File: config.mk
export PLATFORM = sky130hd
export DESIGN_NAME = request_id_remap_table_flat
export DESIGN_NICKNAME = d
export VERILOG_FILES = /design/src/rit_pkg.sv /design/src/rit_if.sv /design/src/request_id_remap_table.sv /design/src/flat_wrapper.sv
export VERILOG_INCLUDE_DIRS = /design/src /design/src/src
export SDC_FILE = /design/constraint.sdc
export NUM_CORES = 1
export LEC_CHECK = 0
export BUFFER_PORTS_ARGS = -buffer_cell sky130_fd_sc_hd__buf_2
export CORE_ASPECT_RATIO = 0.7
export CORE_MARGIN = 8
export CORE_UTILIZATION = 55
export DETAILED_ROUTE_END_ITERATION = 12
export HOLD_SLACK_MARGIN = 0.02
export PLACE_DENSITY = 0.75
export SYNTH_ARGS = -nofsm -noshare
export SYNTH_HDL_FRONTEND = slang
export SYNTH_SLANG_ARGS = --single-unit
File: constraint.sdc
create_clock -name clk -period 6.9 [get_ports clk]
set_input_delay 1.38 -clock clk [delete_from_list [all_inputs] [get_ports clk]]
set_output_delay 1.38 -clock clk [all_outputs]
set_load 0.1 [all_outputs]
File: src/request_id_remap_table_defines.svh
// ----------------------------------------------------------------------------
// Request id remap table: assertion macros
// Shared concurrent assertion wrappers, sampled on clk, off during reset.
// ----------------------------------------------------------------------------
`ifndef REQUEST_ID_REMAP_TABLE_DEFINES_SVH
`define REQUEST_ID_REMAP_TABLE_DEFINES_SVH

// same-cycle implication
`define RIT_ASSERT_NOW(lbl, ante, cons, msg) \
	lbl: assert property (@(posedge clk) disable iff (!arst_n) (ante) |-> (cons)) \
		else $error(msg);

// next-cycle implication
`define RIT_ASSERT_NEXT(lbl, ante, cons, msg) \
	lbl: assert property (@(posedge clk) disable iff (!arst_n) (ante) |=> (cons)) \
		else $error(msg);

`endif

File: src/rit_pkg.sv
// ----------------------------------------------------------------------------
// Request id remap table package
// Field widths, register indexes, opcodes, status codes and payload types.
// ----------------------------------------------------------------------------
package rit_pkg;

	localparam int unsigned FRESH_W    = 20;
	localparam int unsigned LIMIT_W    = 21;
	localparam int unsigned ORIG_W     = 16;
	localparam int unsigned HANDLE_W   = 16;
	localparam int unsigned CFG_IDX_W  = 2;
	localparam int unsigned CFG_DATA_W = 21;

	localparam logic [FRESH_W-1:0] ID_BASE_RESET  = 20'd5000;
	localparam logic [LIMIT_W-1:0] ID_LIMIT_RESET = 21'd1000000;

	localparam logic [CFG_IDX_W-1:0] CFG_ID_BASE  = 2'd0;
	localparam logic [CFG_IDX_W-1:0] CFG_ID_LIMIT = 2'd1;

	typedef enum logic {
		FUNC_ALLOC   = 1'b0,
		FUNC_RELEASE = 1'b1
	} func_t;

	typedef enum logic [1:0] {
		ST_OK        = 2'd0,
		ST_FULL      = 2'd1,
		ST_NOT_FOUND = 2'd2
	} status_t;

	typedef struct packed {
		func_t                func;
		logic [ORIG_W-1:0]    orig_id;
		logic [HANDLE_W-1:0]  client_handle;
		logic [FRESH_W-1:0]   release_id;
	} req_t;

	typedef struct packed {
		status_t              status;
		logic [FRESH_W-1:0]   fresh_id;
		logic [ORIG_W-1:0]    stored_orig_id;
		logic [HANDLE_W-1:0]  stored_handle;
	} rsp_t;

endpackage

File: src/rit_if.sv
// ----------------------------------------------------------------------------
// Request id remap table channels
// Valid/ready channels for requests in and results out.
// ----------------------------------------------------------------------------
interface rit_req_if;
	import rit_pkg::*;

	logic valid;
	logic ready;
	req_t payload;

	modport source (output valid, output payload, input ready);
	modport sink (input valid, input payload, output ready);
endinterface

interface rit_rsp_if;
	import rit_pkg::*;

	logic valid;
	logic ready;
	rsp_t payload;

	modport source (output valid, output payload, input ready);
	modport sink (input valid, input payload, output ready);
endinterface

File: src/request_id_remap_table.sv
// ----------------------------------------------------------------------------
// Request id remap table
// Maps client request ids to fresh sequential ids in a small slot table.
// ----------------------------------------------------------------------------
//  channel | dir | payload
//  req     | in  | func, orig_id, client_handle, release_id
//  rsp     | out | status, fresh_id, stored_orig_id, stored_handle
//  cfg     | in  | cfg_wr_en, cfg_index, cfg_wdata (write only)
//
// One request per cycle unless rsp stalls; an input register and a result register,
// with the slot lookup, free-slot pick and counter advance between the two.
// Reset clears all slot valid bits and loads the counter with the id_base reset.
// A stalled result holds in its register while one more request waits behind it.
// ----------------------------------------------------------------------------
`include "request_id_remap_table_defines.svh"

module request_id_remap_table #(
	parameter int unsigned DEPTH = 16
) (
	input  logic                          clk,
	input  logic                          arst_n,
	input  logic                          cfg_wr_en,
	input  logic [rit_pkg::CFG_IDX_W-1:0]  cfg_index,
	input  logic [rit_pkg::CFG_DATA_W-1:0] cfg_wdata,
	rit_req_if.sink                       req,
	rit_rsp_if.source                     rsp
);
	import rit_pkg::*;

	logic [FRESH_W-1:0] id_base_q;
	logic [LIMIT_W-1:0] id_limit_q;
	logic [FRESH_W-1:0] next_fresh_q;

	logic [DEPTH-1:0]    slot_valid_q;
	logic [FRESH_W-1:0]  slot_fid_q    [DEPTH];
	logic [ORIG_W-1:0]   slot_orig_q   [DEPTH];
	logic [HANDLE_W-1:0] slot_handle_q [DEPTH];

	logic v_s1;
	req_t req_s1;
	logic v_s2;
	rsp_t rsp_s2;

	logic adv;
	logic fire;
	logic is_alloc;
	logic alloc_ok;
	logic rel_hit;
	logic [DEPTH-1:0] free_vec;
	logic [DEPTH-1:0] free_oh;
	logic [DEPTH-1:0] match_vec;
	logic [DEPTH-1:0] match_oh;
	logic [ORIG_W-1:0]   hit_orig;
	logic [HANDLE_W-1:0] hit_handle;
	logic [LIMIT_W-1:0]  cnt_inc;
	logic [FRESH_W-1:0]  cnt_next;
	rsp_t rsp_d;

	// handshake
	assign adv       = !v_s2 || rsp.ready;
	assign fire      = v_s1 && adv;
	assign req.ready = !v_s1 || adv;
	assign rsp.valid = v_s2;
	assign rsp.payload = rsp_s2;

	// configuration
	always_ff @(posedge clk or negedge arst_n) begin
		if (!arst_n) begin
			id_base_q  <= ID_BASE_RESET;
			id_limit_q <= ID_LIMIT_RESET;
		end else if (cfg_wr_en) begin
			case (cfg_index)
				CFG_ID_BASE:  id_base_q  <= cfg_wdata[FRESH_W-1:0];
				CFG_ID_LIMIT: id_limit_q <= cfg_wdata[LIMIT_W-1:0];
				default: ;
			endcase
		end
	end

	// lookup and pick
	assign is_alloc = (req_s1.func == FUNC_ALLOC);
	assign free_vec = ~slot_valid_q;
	assign free_oh  = free_vec & (~free_vec + DEPTH'(1));

	always_comb begin
		for (int i = 0; i < DEPTH; i++) begin
			match_vec[i] = slot_valid_q[i] && (slot_fid_q[i] == req_s1.release_id);
		end
	end

	assign match_oh = match_vec & (~match_vec + DEPTH'(1));
	assign alloc_ok = is_alloc && (|free_vec);
	assign rel_hit  = !is_alloc && (|match_vec);

	always_comb begin
		hit_orig   = '0;
		hit_handle = '0;
		for (int i = 0; i < DEPTH; i++) begin
			hit_orig   = hit_orig   | (slot_orig_q[i]   & {ORIG_W{match_oh[i]}});
			hit_handle = hit_handle | (slot_handle_q[i] & {HANDLE_W{match_oh[i]}});
		end
	end

	// wrap to base when the increment reaches the limit or overflows the field width
	assign cnt_inc  = {1'b0, next_fresh_q} + LIMIT_W'(1);
	assign cnt_next = (cnt_inc[LIMIT_W-1] || (cnt_inc >= id_limit_q)) ?
		id_base_q : cnt_inc[FRESH_W-1:0];

	always_comb begin
		rsp_d = '0;
		if (is_alloc) begin
			if (alloc_ok) begin
				rsp_d.status   = ST_OK;
				rsp_d.fresh_id = next_fresh_q;
			end else begin
				rsp_d.status = ST_FULL;
			end
		end else begin
			rsp_d.fresh_id = req_s1.release_id;
			if (rel_hit) begin
				rsp_d.status         = ST_OK;
				rsp_d.stored_orig_id = hit_orig;
				rsp_d.stored_handle  = hit_handle;
			end else begin
				rsp_d.status = ST_NOT_FOUND;
			end
		end
	end

	// control state
	always_ff @(posedge clk or negedge arst_n) begin
		if (!arst_n) begin
			v_s1         <= 1'b0;
			v_s2         <= 1'b0;
			slot_valid_q <= '0;
			next_fresh_q <= ID_BASE_RESET;
		end else begin
			if (req.ready) begin
				v_s1 <= req.valid;
			end
			if (adv) begin
				v_s2 <= v_s1;
			end
			if (fire) begin
				slot_valid_q <= (slot_valid_q | (alloc_ok ? free_oh : '0)) &
					~(rel_hit ? match_oh : '0);
				if (alloc_ok) begin
					next_fresh_q <= cnt_next;
				end
			end
		end
	end

	// payload
	always_ff @(posedge clk) begin
		if (req.ready && req.valid) begin
			req_s1 <= req.payload;
		end
		if (fire) begin
			rsp_s2 <= rsp_d;
		end
		for (int i = 0; i < DEPTH; i++) begin
			if (fire && alloc_ok && free_oh[i]) begin
				slot_fid_q[i]    <= next_fresh_q;
				slot_orig_q[i]   <= req_s1.orig_id;
				slot_handle_q[i] <= req_s1.client_handle;
			end
		end
	end

	// assertions
	`RIT_ASSERT_NEXT(a_full_when_no_slot,
		fire && is_alloc && (&slot_valid_q),
		rsp_s2.status == ST_FULL,
		"allocate with every slot taken did not report full")

	`RIT_ASSERT_NEXT(a_slots_idle_stable,
		!fire,
		$stable(slot_valid_q),
		"slot valid bits changed without a request in flight")

	`RIT_ASSERT_NEXT(a_one_slot_per_request,
		1'b1,
		($countones(slot_valid_q) <= $countones($past(slot_valid_q)) + 1) &&
		($countones(slot_valid_q) + 1 >= $countones($past(slot_valid_q))),
		"more than one slot changed in a cycle")

	`RIT_ASSERT_NOW(a_full_result_zero,
		v_s2 && (rsp_s2.status == ST_FULL),
		(rsp_s2.fresh_id == '0) && (rsp_s2.stored_orig_id == '0) &&
		(rsp_s2.stored_handle == '0),
		"full result carries nonzero fields")

	`RIT_ASSERT_NEXT(a_counter_holds,
		!(fire && alloc_ok),
		$stable(next_fresh_q),
		"id counter moved without a granted allocate")

endmodule
File: src/flat_wrapper.sv
// flat-port wrapper written by rule: the top's interface ports become plain ports
module request_id_remap_table_flat import rit_pkg::*;
#(
	parameter int unsigned DEPTH = 16
)
  (clk, arst_n, cfg_wr_en, cfg_index, cfg_wdata, req_valid, req_payload, req_ready, rsp_valid, rsp_payload, rsp_ready);
  rit_req_if req_i ();
  rit_rsp_if rsp_i ();
  input  logic clk;
  input  logic arst_n;
  input  logic cfg_wr_en;
  input  logic [rit_pkg::CFG_IDX_W-1:0] cfg_index;
  input  logic [rit_pkg::CFG_DATA_W-1:0] cfg_wdata;
  input wire logic [$bits(req_i.valid)-1:0] req_valid;
  input wire logic [$bits(req_i.payload)-1:0] req_payload;
  output wire logic [$bits(req_i.ready)-1:0] req_ready;
  output wire logic [$bits(rsp_i.valid)-1:0] rsp_valid;
  output wire logic [$bits(rsp_i.payload)-1:0] rsp_payload;
  input wire logic [$bits(rsp_i.ready)-1:0] rsp_ready;
  assign req_i.valid = req_valid;
  assign req_i.payload = req_payload;
  assign req_ready = req_i.ready;
  assign rsp_valid = rsp_i.valid;
  assign rsp_payload = rsp_i.payload;
  assign rsp_i.ready = rsp_ready;
  request_id_remap_table #(.DEPTH(DEPTH)) u_core (.clk(clk), .arst_n(arst_n), .cfg_wr_en(cfg_wr_en), .cfg_index(cfg_index), .cfg_wdata(cfg_wdata), .req(req_i), .rsp(rsp_i));
endmodule
==> key figures <==
Place
  • Port Buffer Count: 136
  • Global placer's final weighted congestion: 0.844
  • Placed insts: 3507
  • HPWL after DPL: 61100 um

STA
  • Hold Violations, Final: 0
  • RSZ-0062 raised after global routing: false
  • Setup TNS: 0 ns
  • Worst slew pin tran: 1.40 ns
  • Slew Viols, Final: 0
  • Max Clock Skew: 0.0198 ns
  • Slew HR: 6.65%
  • Post-route minimum period: 5.28 ns
  • Fin crit share: 76.5%
  • Final Setup Violations: 0
  • Final Hold Slack: 0.510 ns
  • Max Clock Freq: 0.189 GHz

Synth
  • Post-synth net total: 2563
  • Post-synth top cells: edfxtp_1, xnor2_1, nand2_1, xor2_1, nor2_1
  • Compound-Gate Fraction of Synth Area: 6.82%
  • Top area cells in the synthesized netlist: edfxtp_1, xnor2_1, dfrtp_1, xor2_1, a22o_1
  • Main combinational cell family by area after synthesis: XOR/XNOR gates
  • Post-synthesis cell count: 2460
  • Post-Synth Simple-Gate Area: 5.85%
  • Mux share of post-synthesis cell area: 2.39%
  • Synth Register Bits: 1018
  • Synthesis Warnings: 0
  • Synth unique cells: 56
  • Cell taking the most area after synthesis: edfxtp_1
  • Synthesized-area fraction occupied by xor and xnor cells: 7.29%
  • Mapped cell area: 0.0402 mm2
  • Synth top area share: 70.1%
  • Sequential fraction of the synthesis area: 75.1%
  • Synthesized-area fraction occupied by adder cells: 0.684%
  • Post-synth EDFFs: 939
  • Count leader, synth: edfxtp_1
  • Avg Inst Size Synth: 16.4 um2
  • Post-synth ARST share: 7.76%
  • Dominant synthesized flop cell: edfxtp_1

Clocking
  • Maximum root-to-sink buffer count: 3
  • Clock slew at reported path FFs: 0.07 ns
  • CTS resizes: 0
  • Root Driver: clkbuf_16
  • CTS sink cnt: 1018
  • CTS tree: yes
  • Latest clock arrival within the worst-skew pair: 0.66 ns
  • Post-CTS setup buffers: 0
  • CTS buffer count: 92
  • Hold-fix buffers, CTS: 0
  • H-Tree Depth: 3

Critical path
  • Startpoint types: register
  • Worst r2r dst: u_core.slot_valid_q[12]$_DFFE_PN0P_
  • Reg2Reg Setup Slack: 1.62 ns
  • Crit-path cells: xnor2_1 -> nand4_1 -> nor4_1 -> and3_1 -> or3_1 -> nor4_2 -> buf_4 -> a21bo_2 -> inv_1 -> a41oi_1
  • Worst path depth: 10
  • Nature of the critical path endpoint: register
  • Kind of critical path: reg -> reg
  • Reg2reg path depth: 10
  • WP buf/inv: 2
  • Reg2Reg Launch Point: u_core.req_s1[0]$_DFFE_PP_
  • WP data required: 7.45 ns
  • Critical Path Slowest Stage Cell: edfxtp_1
  • Worst setup path endpoint: u_core.slot_valid_q[12]$_DFFE_PN0P_
  • Crit-path max FO: 40
  • Crit path max-delay family: simple AND/OR/NAND/NOR gates
  • Setup crit start: u_core.req_s1[0]$_DFFE_PP_
  • WP data arrival: 5.83 ns
  • Crit-path max cell delay: 1.16 ns

Detailed routing
  • Drt wl/cell: 28.8 um
  • Via Count: 23659
  • DRT antenna net count: 0
  • Final WL: 106000 um
  • DRC Markers: 0
  • Starting DRT DRC Count: 3631
  • Vias per cell: 6.43
  • First-pass detailed-route iteration total: 6

Cells and area
  • Antenna diodes: 0
  • Final Net Count: 2728
  • Area growth syn-to-layout: 12.6%
  • Share of layout cells above drive strength 1: 16.7%
  • Number of fill cells in the layout: 5054
  • Register Area: 0.0302 mm2
  • Multi-input gate area: 0.00950 mm2
  • Finished Layout Cells: 3678
  • Final core area utilization: 62.2%

Floorplan
  • Row count: 83
  • Core Region: 0.0729 mm2
  • Initial Utilization: 55.2%
  • Die ar.: 0.0822 mm2
  • Number of I/O pins: 137
  • Die Height: 242 um
  • Die X: 339 um

Power and ir drop
  • Worst vdd ir: 0.000208 V
  • Leakage: 14.8 nW
  • Switch Pwr: 3.75 mW
  • Sw frac: 26.1%
  • Pint: 10.6 mW
  • Total power: 14.4 mW
  • Power share of the clock group: 35.8%
  • Logic pwr share: 9.9%
  • Power per Cell Area: 318 mW/mm2
  • Sequential Power Share: 54.4%

Worst hold path
  • Worst min-delay path startpoint: u_core.id_limit_q[13]$_DFFE_PN0P_
  • Hold Crit Class: reg -> reg

Job
  • Max-cap check violation count: 0

Global routing
  • First-pass GRT wire length: 155000 um
  • Gr usage total: 25.1%
  • Vias in the first global route: 23684
  • Initial antenna violation count: 2
  • Largest net degree at the start of global routing: 80
  • Grt total ovfl: 0

Status
  • Run status: complete, no violations
how the worst min path moves through the flow:
stage | end | slack (ns) | depth (start not counted)
global placement | u_core.rsp.valid$_DFFE_PN0P_ | 0.47 | 1
CTS | u_core.id_limit_q[11]$_DFFE_PN0P_ | 0.51 | 1
floorplan | u_core.rsp.valid$_DFFE_PN0P_ | 0.46 | 1
finish | u_core.id_limit_q[13]$_DFFE_PN0P_ | 0.51 | 1
detailed placement | u_core.id_limit_q[20]$_DFFE_PN0P_ | 0.49 | 1
global route | u_core.id_limit_q[13]$_DFFE_PN0P_ | 0.52 | 1
logic make-up (layout without fill, tap and decap cells):
group                    count (synthesis)  after routing
flip-flops                            1018           1018
AND/OR/NAND/NOR                        468            468
AO/OA/AOI/OAI                          353            353
XOR/XNOR                               335            335
buffers and inverters                  173            414
multiplexers                            91             91
adder cells (fa/ha/maj)                 22             22
per-layer routing:
metal / vias to the layer above / share of wire (%) / track usage, %
li1: 9859 / - / -
met4: 2 / 2.3 / 6.28
met5: - / 0.011 / 0
met3: 185 / 13 / 6.58
met1: 11934 / 40 / 36.4
met2: 1679 / 45 / 38.0
cell type report:
class / count / area share (%)
repair buffers: 208 / 2.74
inverters: 36 / 0.301
clock inverters: 57 / 1.19
well taps: 977 / 2.70
clock buffers: 113 / 5.46
multi-input cells: 1269 / 21.0
flip-flops and latches: 1018 / 66.6
through the flow:
step	area [um2]	setup slack, ns
floorplan	40200	0.439
global route	45300	1.50
finish	45300	1.62
CTS	45300	1.65
detailed placement	42300	1.70
global placement	42300	1.86
worst register-to-register path: stages, from the launching register on:
cell and delay, ns:
edfxtp_1 1.16, xnor2_1 0.18, nand4_1 0.14, nor4_1 0.10
and3_1 0.23, or3_1 0.65, nor4_2 0.33, buf_4 0.48
a21bo_2 1.07, inv_1 0.47, a41oi_1 0.37
cell usage in the layout, fill, tap and decap left out, types with 5 or more instances in the layout:
cell          n
a21o_1        7
a21oi_1      14
a221oi_1     33
a222oi_1     62
a22o_1       83
a22oi_1      40
a31oi_1      36
and3_1       41
buf_2       135
buf_4        72
bufinv_16     9
clkbuf_1     15
clkbuf_16    95
clkinv_1     13
clkinv_2     25
clkinvlp_4    5
dfrtp_1      62
dfstp_2      17
edfxtp_1    939
ha_1         22
inv_1        35
mux2_2       41
mux2i_1      50
nand2_1     138
nand2b_1      6
nand3_1      34
nand4_1      56
nor2_1       86
nor2_4       15
nor3_1        9
nor3_2        5
nor4_1       45
nor4_4        6
o21ai_0      58
xnor2_1     199
xor2_1      136
flip-flops by register name, indices dropped and copies added, names as in the netlist:
register,count
u_core.id_limit_q,21
u_core.req_s1,53
u_core.next_fresh_q,20
u_core.id_base_q,20
u_core.slot_orig_q,256
u_core.slot_valid_q,16
u_core.v_s1,1
u_core.rsp.valid,1
u_core.slot_fid_q,320
u_core.rsp.payload,54
u_core.slot_handle_q,256
power by group through the flow:
stage / logic (mW) / registers [mW] / clock network [mW]
5_1_grt: 1.51 / 7.84 / 5.42
3_3_place_gp: 1.35 / 7.91 / 0
6_report: 1.42 / 7.83 / 5.15
2_1_floorplan: 0.680 / 7.92 / 0
4_1_cts: 1.41 / 7.81 / 5.18
3_5_place_dp: 1.40 / 7.94 / 0
(Power assumes the default switching activity.)
